===== src/vfv_pkg.sv =====
// Package for the voxel face visibility block: shared constants, opcodes,
// FSM state type and the command/status structs passed between units.
// No dependencies.
package vfv_pkg;

  localparam int unsigned GRID_SIDE_DEF = 64;
  localparam int unsigned COORD_W       = 6;
  localparam int unsigned FACE_W        = 6;
  // Width used for grid-bound compares; holds any grid side up to 256.
  localparam int unsigned EXT_W         = 9;
  localparam int unsigned QUEUE_DEPTH   = 2;
  localparam int unsigned STEP_W        = 3;

  // Input function codes.
  localparam logic FUNC_WRITE = 1'b0;
  localparam logic FUNC_QUERY = 1'b1;

  // Face bit positions in the mask.
  localparam int unsigned FACE_BACK   = 0;
  localparam int unsigned FACE_FRONT  = 1;
  localparam int unsigned FACE_LEFT   = 2;
  localparam int unsigned FACE_RIGHT  = 3;
  localparam int unsigned FACE_TOP    = 4;
  localparam int unsigned FACE_BOTTOM = 5;

  // Query sequence steps: one row read per step, data used one step later.
  localparam logic [STEP_W-1:0] STEP_CENTER = 3'd0;
  localparam logic [STEP_W-1:0] STEP_XM     = 3'd1;
  localparam logic [STEP_W-1:0] STEP_XP     = 3'd2;
  localparam logic [STEP_W-1:0] STEP_YP     = 3'd3;
  localparam logic [STEP_W-1:0] STEP_YM     = 3'd4;
  localparam logic [STEP_W-1:0] STEP_LAST   = 3'd5;

  typedef enum logic [1:0] {
    OP_WRITE,
    OP_SKIP,
    OP_QUERY
  } vfv_op_e;

  typedef enum logic [1:0] {
    ST_CLEAR,
    ST_IDLE,
    ST_RUN,
    ST_DONE
  } vfv_state_e;

  typedef struct packed {
    vfv_op_e             op;
    logic [COORD_W-1:0]  x;
    logic [COORD_W-1:0]  y;
    logic [COORD_W-1:0]  z;
    logic                solid;
    logic                center_in;
    logic [FACE_W-1:0]   nb_in;
  } vfv_cmd_t;

  typedef struct packed {
    logic full;
    logic empty;
  } vfv_qstat_t;

endpackage


===== src/vfv_front.sv =====
// Front end: input handshake and item classification (grid bound checks
// for the voxel and its six neighbours). Depends on vfv_pkg.
module vfv_front #(
  parameter int unsigned GRID_SIDE = vfv_pkg::GRID_SIDE_DEF
) (
  input  logic                        in_valid_i,
  output logic                        in_stall_o,
  input  logic                        func_i,
  input  logic [vfv_pkg::COORD_W-1:0] x_i,
  input  logic [vfv_pkg::COORD_W-1:0] y_i,
  input  logic [vfv_pkg::COORD_W-1:0] z_i,
  input  logic                        solid_i,
  input  logic                        clearing_i,
  input  vfv_pkg::vfv_qstat_t         qstat_i,
  output logic                        push_o,
  output vfv_pkg::vfv_cmd_t           cmd_o
);

  localparam logic [vfv_pkg::EXT_W-1:0] GS  = vfv_pkg::EXT_W'(GRID_SIDE);
  localparam logic [vfv_pkg::EXT_W-1:0] ONE = vfv_pkg::EXT_W'(1);

  logic [vfv_pkg::EXT_W-1:0] xe, ye, ze;
  logic xin, yin, zin, xm_in, ym_in, zm_in, xp_in, yp_in, zp_in;

  assign xe = vfv_pkg::EXT_W'(x_i);
  assign ye = vfv_pkg::EXT_W'(y_i);
  assign ze = vfv_pkg::EXT_W'(z_i);

  assign xin   = xe < GS;
  assign yin   = ye < GS;
  assign zin   = ze < GS;
  // c-1 is inside when c > 0 and c-1 < side, i.e. c <= side
  assign xm_in = (x_i != '0) && (xe <= GS);
  assign ym_in = (y_i != '0) && (ye <= GS);
  assign zm_in = (z_i != '0) && (ze <= GS);
  assign xp_in = (xe + ONE) < GS;
  assign yp_in = (ye + ONE) < GS;
  assign zp_in = (ze + ONE) < GS;

  assign in_stall_o = clearing_i || qstat_i.full;
  assign push_o     = in_valid_i && !in_stall_o;

  always_comb begin
    cmd_o           = '0;
    cmd_o.x         = x_i;
    cmd_o.y         = y_i;
    cmd_o.z         = z_i;
    cmd_o.solid     = solid_i;
    cmd_o.center_in = xin && yin && zin;
    cmd_o.nb_in[vfv_pkg::FACE_BACK]   = xin   && yin   && zm_in;
    cmd_o.nb_in[vfv_pkg::FACE_FRONT]  = xin   && yin   && zp_in;
    cmd_o.nb_in[vfv_pkg::FACE_LEFT]   = xm_in && yin   && zin;
    cmd_o.nb_in[vfv_pkg::FACE_RIGHT]  = xp_in && yin   && zin;
    cmd_o.nb_in[vfv_pkg::FACE_TOP]    = xin   && yp_in && zin;
    cmd_o.nb_in[vfv_pkg::FACE_BOTTOM] = xin   && ym_in && zin;
    if (func_i == vfv_pkg::FUNC_QUERY) begin
      cmd_o.op = vfv_pkg::OP_QUERY;
    end else if (cmd_o.center_in) begin
      cmd_o.op = vfv_pkg::OP_WRITE;
    end else begin
      cmd_o.op = vfv_pkg::OP_SKIP;
    end
  end

endmodule


===== config.mk =====
export PLATFORM = sky130hd
export DESIGN_NAME = vfv_front
export DESIGN_NICKNAME = d
export VERILOG_FILES = /design/src/vfv_pkg.sv /design/src/vfv_front.sv
export SDC_FILE = /design/constraint.sdc
export NUM_CORES = 1
export LEC_CHECK = 0
export BUFFER_PORTS_ARGS = -buffer_cell sky130_fd_sc_hd__clkbuf_2
export CORE_AREA = 10 10 47 49
export DETAILED_ROUTE_END_ITERATION = 12
export DIE_AREA = 0 0 57 59
export GPL_TIMING_DRIVEN = 0
export PLACE_DENSITY = 0.8
export SLEW_MARGIN = 25
export SYNTH_ARGS = -nofsm -noshare
export SYNTH_HDL_FRONTEND = slang
export SYNTH_SLANG_ARGS = --single-unit

===== constraint.sdc =====
create_clock -name vclk -period 0.9
set_input_delay 0.135 -clock vclk [all_inputs]
set_output_delay 0.135 -clock vclk [all_outputs]
set_load 0.03 [all_outputs]

==> impl_metrics.env <==
export IMPL_dp_cells=113
export IMPL_crit_path_end_kind="primary output"
export IMPL_cts_hold_buf=0
export IMPL_report_final_slew_viol_count=0
export IMPL_final_common_cell="clkbuf_2"
export IMPL_total_power_mw=0.401
export IMPL_slowest_delay_ns=0.25
export IMPL_row_count=14
export IMPL_vias_per_cell=3.86
export IMPL_p_leak_nw=0.408
export IMPL_fmax_mhz=1140
export IMPL_seq_cells=0
export IMPL_grtUsageMet1_pct=5.64
export IMPL_nets=118
export IMPL_cp_required_ns=0.76
export IMPL_grt_use_total_pct=7.37
export IMPL_grt_antenna_before_repair=0
export IMPL_grt_remaining_overflow=0
export IMPL_rsz0062_at_grt="yes"
export IMPL_gp_congestion=0.646
export IMPL_clkbuf_count=0
export IMPL_yosysSeqAreaShare_pct=0
export IMPL_port_buffers=49
export IMPL_crit_slowest_cell="nor4_4"
export IMPL_postRouteAntennaNets=0
export IMPL_grt_max_degree=4
export IMPL_fin_hold_ws_ns=0.533
export IMPL_synth_mux_area_share_pct=0
export IMPL_setup_worst_path_class="input port to primary output"
export IMPL_grt_use_met2_pct=16.1
export IMPL_grt_pass1_vias=495
export IMPL_wl_um=1360
export IMPL_seq_area_sq_um=0
export IMPL_synth_cell_type_count=9
export IMPL_avgSynthCellArea_sq_um=6.62
export IMPL_synth_top_area_cell="buf_4"
export IMPL_critPathMaxFanout=3
export IMPL_critical_path_buf_inv_count=2
export IMPL_met3_usage_pct=4.08
export IMPL_drv_cap=0
export IMPL_status="complete, no violations"
export IMPL_grt_first_pass_wirelength_um=2160
export IMPL_synth_top_area_share_pct=66.1
export IMPL_via_count=417
export IMPL_min_from="solid_i"
export IMPL_hpwlAfterDp_um=1180
export IMPL_start_kind="input port"
export IMPL_fp_dieW_um=57
export IMPL_final_cell_mix="31 x clkbuf_2, 25 x buf_4, 8 x buf_8, 6 x clkbuf_8"
export IMPL_io_pins=54
export IMPL_busiest_layer="met2"
export IMPL_drc=0
export IMPL_dieArea_sq_um=3360
export IMPL_die_h_um=59
export IMPL_synth_area_leaders="buf_4 66%, and4_2 9.4%, nor4_1 5.9%, nand3_1 4.7%, nor2_1 4.7%"
export IMPL_hold_viol_final=0
export IMPL_final_min_clock_period_ns=0.879
export IMPL_synthSimpleGateAreaFrac_pct=30.3
export IMPL_cpLargestDelayFamily="simple AND/OR/NAND/NOR gates"
export IMPL_synth_fp_nets=72
export IMPL_finalSetupViolCount=0
export IMPL_crit_top_cell="buf_8"
export IMPL_startpoint="x_i[2]"
export IMPL_period_share_pct=97.7
export IMPL_synth_area_sq_um=318
export IMPL_powerDensity_nw_per_um2=529
export IMPL_vdd_drop_max_mv=0.237
export IMPL_core_sq_um=1400
export IMPL_arrival_ns=0.74
export IMPL_synth_fa_ha_area_share_pct=0
export IMPL_area_growth_synth_to_final_pct=139
export IMPL_holdCritPathClass="input port to primary output"
export IMPL_crit_chain="buf_8 -> nor4_4 -> nand2_1 -> buf_8"
export IMPL_synth_top_family_by_area="buffers and inverters"
export IMPL_synth_compound_area_share_pct=0
export IMPL_yosys_warnings=0
export IMPL_final_cells=108
export IMPL_dr_pass1_iters=2
export IMPL_wl_per_cell_um=12.6
export IMPL_initial_utilization_pct=22.7
export IMPL_layout_setup_ws_ns=0.0209
export IMPL_insertedDiodeCount=0
export IMPL_synth_xor_area_share_pct=0
export IMPL_drive_gt1_share_pct=88.0
export IMPL_syn_inst=48
export IMPL_first_iter_violations=4
export IMPL_place_ws_ns=-0.136
-- per-layer routing --
layer / vias up / share of wire (%)
met5: - / 0
met4: 0 / 0
met3: 0 / 15
met2: 28 / 59
met1: 175 / 26
li1: 214 / -
-- cells by family after synthesis --
kind of cell  count (synthesis)
buf+inv                      29
other cells                   2
simple gates                 17
-- power by group --
group | total [mW] | leakage (nW) | switching (mW) | internal (mW)
clock | 0 | 0 | 0 | 0
combinational | 0.401 | 0.408 | 0.213 | 0.188
sequential | 0 | 0 | 0 | 0
-- Yosys cell counts --
| cell | count |
|---|---|
| or2_1 | 1 |
| nor4_1 | 3 |
| nand2_1 | 3 |
| conb_1 | 2 |
| inv_1 | 1 |
| and4_2 | 3 |
| nand3_1 | 3 |
| buf_4 | 28 |
| nor2_1 | 4 |
-- final timing paths --
kind / to / slack, ns / depth (start not counted)
worst max-delay path: cmd_o[2] / 0.02 / 4
worst min-delay path: cmd_o[7] / 0.53 / 2
-- repair_timing --
action                     4_1_cts  5_1_grt
pin swaps                        8        6
setup endpoints to repair        6        4
buffers inserted                 0        1
gates resized for setup         28       20
-- metrics by stage --
stage,utilization (%),TNS [ns],instance area [sq um]
after floorplan,-,0,325
after global placement,42.1,-0.580,591
after detailed placement,42.1,-0.583,591
after CTS,50.0,-0.00161,701
after global routing,54.1,-0.0431,758
final,54.1,0,758
-- cell type report --
cell class	instances	area, sq um
fill	138	643
multi-input combinational	19	170
inverter	1	3.75
timing repair buffer	50	399
tap	16	20.0
buffer	22	165
Power figures use the tool's default switching activity.
