File: src/vfv_pkg.sv
// Package for the voxel face visibility block: shared constants, opcodes,
// FSM state type and the command/status structs passed between units.
// No dependencies.
package vfv_pkg;

  localparam int unsigned GRID_SIDE_DEF = 64;
  localparam int unsigned COORD_W       = 6;
  localparam int unsigned FACE_W        = 6;
  // Width used for grid-bound compares; holds any grid side up to 256.
  localparam int unsigned EXT_W         = 9;
  localparam int unsigned QUEUE_DEPTH   = 2;
  localparam int unsigned STEP_W        = 3;

  // Input function codes.
  localparam logic FUNC_WRITE = 1'b0;
  localparam logic FUNC_QUERY = 1'b1;

  // Face bit positions in the mask.
  localparam int unsigned FACE_BACK   = 0;
  localparam int unsigned FACE_FRONT  = 1;
  localparam int unsigned FACE_LEFT   = 2;
  localparam int unsigned FACE_RIGHT  = 3;
  localparam int unsigned FACE_TOP    = 4;
  localparam int unsigned FACE_BOTTOM = 5;

  // Query sequence steps: one row read per step, data used one step later.
  localparam logic [STEP_W-1:0] STEP_CENTER = 3'd0;
  localparam logic [STEP_W-1:0] STEP_XM     = 3'd1;
  localparam logic [STEP_W-1:0] STEP_XP     = 3'd2;
  localparam logic [STEP_W-1:0] STEP_YP     = 3'd3;
  localparam logic [STEP_W-1:0] STEP_YM     = 3'd4;
  localparam logic [STEP_W-1:0] STEP_LAST   = 3'd5;

  typedef enum logic [1:0] {
    OP_WRITE,
    OP_SKIP,
    OP_QUERY
  } vfv_op_e;

  typedef enum logic [1:0] {
    ST_CLEAR,
    ST_IDLE,
    ST_RUN,
    ST_DONE
  } vfv_state_e;

  typedef struct packed {
    vfv_op_e             op;
    logic [COORD_W-1:0]  x;
    logic [COORD_W-1:0]  y;
    logic [COORD_W-1:0]  z;
    logic                solid;
    logic                center_in;
    logic [FACE_W-1:0]   nb_in;
  } vfv_cmd_t;

  typedef struct packed {
    logic full;
    logic empty;
  } vfv_qstat_t;

endpackage

File: src/vfv_queue.sv
// Short command FIFO between the front end and the memory sequencer.
// Depends on vfv_pkg.
module vfv_queue (
  input  logic                clk_i,
  input  logic                rst_ni,
  input  logic                push_i,
  input  vfv_pkg::vfv_cmd_t   cmd_i,
  input  logic                pop_i,
  output vfv_pkg::vfv_cmd_t   cmd_o,
  output vfv_pkg::vfv_qstat_t qstat_o
);

  localparam int unsigned QW = $clog2(vfv_pkg::QUEUE_DEPTH);
  localparam logic [QW-1:0] PTR_LAST = QW'(vfv_pkg::QUEUE_DEPTH - 1);
  localparam logic [QW:0]   CNT_FULL = (QW+1)'(vfv_pkg::QUEUE_DEPTH);

  vfv_pkg::vfv_cmd_t store_q [vfv_pkg::QUEUE_DEPTH];
  logic [QW-1:0] wr_ptr_q, wr_ptr_d, rd_ptr_q, rd_ptr_d;
  logic [QW:0]   cnt_q, cnt_d;
  logic          do_push, do_pop;

  assign qstat_o.full  = cnt_q == CNT_FULL;
  assign qstat_o.empty = cnt_q == '0;
  assign do_push = push_i && !qstat_o.full;
  assign do_pop  = pop_i && !qstat_o.empty;
  assign cmd_o   = store_q[rd_ptr_q];

  always_comb begin
    wr_ptr_d = wr_ptr_q;
    rd_ptr_d = rd_ptr_q;
    cnt_d    = cnt_q;
    if (do_push) begin
      wr_ptr_d = (wr_ptr_q == PTR_LAST) ? '0 : wr_ptr_q + QW'(1);
    end
    if (do_pop) begin
      rd_ptr_d = (rd_ptr_q == PTR_LAST) ? '0 : rd_ptr_q + QW'(1);
    end
    case ({do_push, do_pop})
      2'b10:   cnt_d = cnt_q + (QW+1)'(1);
      2'b01:   cnt_d = cnt_q - (QW+1)'(1);
      default: cnt_d = cnt_q;
    endcase
  end

  always_ff @(posedge clk_i or negedge rst_ni) begin
    if (!rst_ni) begin
      wr_ptr_q <= '0;
      rd_ptr_q <= '0;
      cnt_q    <= '0;
    end else begin
      wr_ptr_q <= wr_ptr_d;
      rd_ptr_q <= rd_ptr_d;
      cnt_q    <= cnt_d;
    end
  end

  always_ff @(posedge clk_i) begin
    if (do_push) begin
      store_q[wr_ptr_q] <= cmd_i;
    end
  end

endmodule

File: config.mk
export PLATFORM = sky130hd
export DESIGN_NAME = vfv_queue
export DESIGN_NICKNAME = d
export VERILOG_FILES = /design/src/vfv_pkg.sv /design/src/vfv_queue.sv
export SDC_FILE = /design/constraint.sdc
export NUM_CORES = 1
export LEC_CHECK = 0
export ABC_AREA = 1
export BUFFER_PORTS_ARGS = -buffer_cell sky130_fd_sc_hd__buf_2
export CAP_MARGIN = 20
export CORE_ASPECT_RATIO = 2
export CORE_MARGIN = 4
export CORE_UTILIZATION = 55
export CTS_CLUSTER_SIZE = 14
export DETAILED_ROUTE_END_ITERATION = 7
export PLACE_DENSITY_LB_ADDON = 0.12
export SYNTH_ARGS = -nofsm -noshare
export SYNTH_HDL_FRONTEND = slang
export SYNTH_SLANG_ARGS = --single-unit
File: constraint.sdc
create_clock -name clk_i -period 5 [get_ports clk_i]
set_clock_uncertainty 0.2 [all_clocks]
set_input_delay 0.25 -clock clk_i [delete_from_list [all_inputs] [get_ports clk_i]]
set_output_delay 0.25 -clock clk_i [all_outputs]
set_load 0.01 [all_outputs]
==> out/summary.json <==
{
  "maxSlewHeadroom_pct": 37.27,
  "firstDrtPassIters": 4,
  "dr_total_vias": 1546,
  "synth_area_leader_cell": "edfxtp_1",
  "ys.warnings.count": 0,
  "power.density_cell_area_nw_per_um2": 546.5,
  "netlist_area_sq_um": 2275,
  "comb_power_share_pct": 30.9,
  "post_drt_via_cell_ratio": 4.629,
  "rows": 32,
  "clk-insertion-delay-late_ns": 0.32,
  "min-delay-path-class": "primary input to asynchronous set/reset pin",
  "detail_route.wirelength_um": 4275,
  "synth-async-reset-ratio_pct": 6.667,
  "setup_viol": 0,
  "criticalPathCategory": "flop to output port",
  "synth_seq_area_share_pct": 78.33,
  "dp_hpwl_um": 2501,
  "synth-main-ff-cell": "edfxtp_1",
  "start_of_the_worst_register_to_register_path": "rd_ptr_q",
  "synth_common_cells": "nand2_1 (94), edfxtp_1 (56), inv_1 (8), dfrtp_1 (4), nand3_1 (3)",
  "swShare_pct": 32.26,
  "cts.htree.levels": 3,
  "vias_in_the_first_global_route": 1566,
  "synth_edf_count": 56,
  "routabilityCongestion": 0.7486,
  "worst_slew_pin_tran_ns": 0.9409,
  "rsz0062_at_grt": "false",
  "finalMaxSlewViolations": 0,
  "grt_max_degree": 31,
  "core_box_area_sq_um": 3924,
  "timing.setup.tns_ns": 0,
  "netlist.area_leader.share_pct": 73.93,
  "timing.reg2reg.worst_path_depth": 3,
  "crit_path_end_kind": "output port",
  "cts-root-buf": "clkbuf_8",
  "timing.critical_path.max_delay_family": "flip-flops",
  "peakVddDrop_v": 0.0005514,
  "crit_path_max_fo": 30,
  "drtAntennaViolNets": 0,
  "footprint_of_the_multi_input_gates_sq_um": 410.4,
  "syn-num-nets": 212,
  "max-cap-violations": 0,
  "wirelength_per_cell_um": 12.80,
  "start_util_pct": 57.97,
  "p_switching_w": 0.0005553,
  "areaGrowthSynthToFinish_pct": 38.45,
  "cts_buf_count": 9,
  "post_cts_resized": 0,
  "tritoncts": "done",
  "clockPowerShare_pct": 25.3,
  "hold_viol": 0,
  "finalPower_w": 0.001721,
  "reg2reg_to": "rd_ptr_q",
  "leakagePower_nw": 1.416,
  "antenna_found_initial": 0,
  "fin_crit_ns": 2.657,
  "intPower_w": 0.001166,
  "cts-hold-fix-buffers": 31,
  "r2r_setup_slack_ns": 2.97,
  "final.fill_count": 247,
  "clockBufferDepth": 2,
  "die_w_um": 53.48,
  "post_synth.cell_area_avg_sq_um": 12.71,
  "final_net_count": 311,
  "worst_ep_arrival_time_ns": 2.21,
  "post-cts-setup-buffer-count": 0,
  "fmax_mhz": 376.4,
  "track_usage_pct": 18.12,
  "clkTransAtPathRegs_ns": 0.06,
  "post-route-drc-count": 0,
  "postSynthRegisterBits": 60,
  "design.portCount": 62,
  "slowest_stage": "dfrtp_1",
  "grt-ovfl-total": 0,
  "die_h_um": 98.95,
  "critPathLaunchType": "flop",
  "critPathRequiredTime_ns": 4.55,
  "crit_path_cells": "inv_2 -> nand2_1 -> nand2_1 -> buf_2",
  "synthDistinctLibCells": 14,
  "syn_inst": 179,
  "dr.first_iter.drc_count": 41,
  "run_status": "finished, final reports clean",
  "layout-drive-gt1-share_pct": 27.92,
  "first_pass_grt_wire_length_um": 6693,
  "path_common_cell": "nand2_1",
  "num_antenna_cells": 0,
  "numClockSinks": 60,
  "final.period_utilization_pct": 53.14,
  "synth_area_leaders": "edfxtp_1 (74%), nand2_1 (16%), dfrtp_1 (4.4%)",
  "floorplan.die_area_sq_um": 5291,
  "register_area_sq_um": 1782,
  "seq_power_share_pct": 43.8,
  "crit_path_max_incr_delay_ns": 0.96,
  "numPortBuffers": 61,
  "cell_with_the_most_instances_after_synthesis": "nand2_1",
  "worstPathBufferInverterCount": 2
}
## layout by cell type (no fill, tap or decap)
| cell type | n |
|---|---|
| buf_16 | 1 |
| buf_2 | 61 |
| buf_4 | 1 |
| bufinv_16 | 2 |
| clkbuf_8 | 9 |
| clkinv_1 | 3 |
| clkinv_2 | 2 |
| dfrtp_1 | 4 |
| dlygate4sd3_1 | 31 |
| edfxtp_1 | 56 |
| ha_1 | 1 |
| inv_1 | 8 |
| inv_2 | 2 |
| nand2_1 | 94 |
| nand3_1 | 3 |
| nand4_1 | 1 |
| nor2_1 | 1 |
| nor2_2 | 1 |
| o21ai_1 | 1 |
| xnor2_1 | 1 |
## registers in the layout, indices dropped and copies added (netlist names)
name / count
store_q: 56
rd_ptr_q: 1
cnt_q: 2
wr_ptr_q: 1
## per-stage QoR
step | area, sq um | util, % | setup WS, ns | hold slack [ns] | std cells
2_1_floorplan | 2275 | - | 2.639 | -0.2456 | 179
3_3_place_gp | 2606 | 66.42 | 2.685 | -0.1378 | 286
3_5_place_dp | 2606 | 66.42 | 2.664 | -0.1348 | 286
4_1_cts | 3122 | 79.56 | 2.252 | 0.05006 | 333
5_1_grt | 3149 | 80.26 | 2.108 | 0.06988 | 334
6_report | 3149 | 80.26 | 2.343 | 0.07196 | 334
## per-layer routing
metal  GRT usage (%)  vias up  part of all wire [%]
met2           33.87       41                    58
met5               0        -                     0
met4           9.449        0                   2.5
met3           4.992        9                   4.8
met1           16.09      707                    35
li1                -      789                     -
## power by group through the flow
stage / clock [W] / sequential [W] / combinational [W]
floorplan: 0 / 0.000728 / 0.000354
global placement: 0 / 0.000765 / 0.000489
detailed placement: 0 / 0.000767 / 0.000495
CTS: 0.000449 / 0.000757 / 0.000518
global route: 0.000473 / 0.000767 / 0.000595
finish: 0.000435 / 0.000754 / 0.000532
## layout make-up
cell class	instances	share of cell area [%]
clock buffer	9	3.933
clock inverter	7	2.582
inverter	10	1.192
multi-input combinational	103	13.03
sequential	60	56.58
tap	51	2.026
timing repair buffer	94	20.66
## how the worst max path moves through the flow
stage,from,end,slack [ns],cells past startpoint
floorplan,cnt_q[1],store_q[1][0],2.64,3
global placement,rd_ptr_q,cmd_o[16],2.69,4
detailed placement,rd_ptr_q,cmd_o[18],2.66,4
CTS,rd_ptr_q,cmd_o[18],2.25,4
global route,rd_ptr_q,cmd_o[18],2.11,4
finish,rd_ptr_q,cmd_o[18],2.34,4
## worst register-to-register path, cell delays in order, from the launching register on
cell	delay (ns)
dfrtp_1	0.96
inv_2	0.48
nand3_1	0.22
nand2_1	0.06
## logic make-up after synthesis
kind of cell    Yosys count  share of synthesized area (%)
fa+ha+maj                 1                         0.5500
xor+xnor                  1                         0.3851
flops                    60                          78.33
compound gates            1                         0.2198
simple gates            100                          16.78
buf+inv                  16                          3.740
Power figures use the tool's default switching activity.
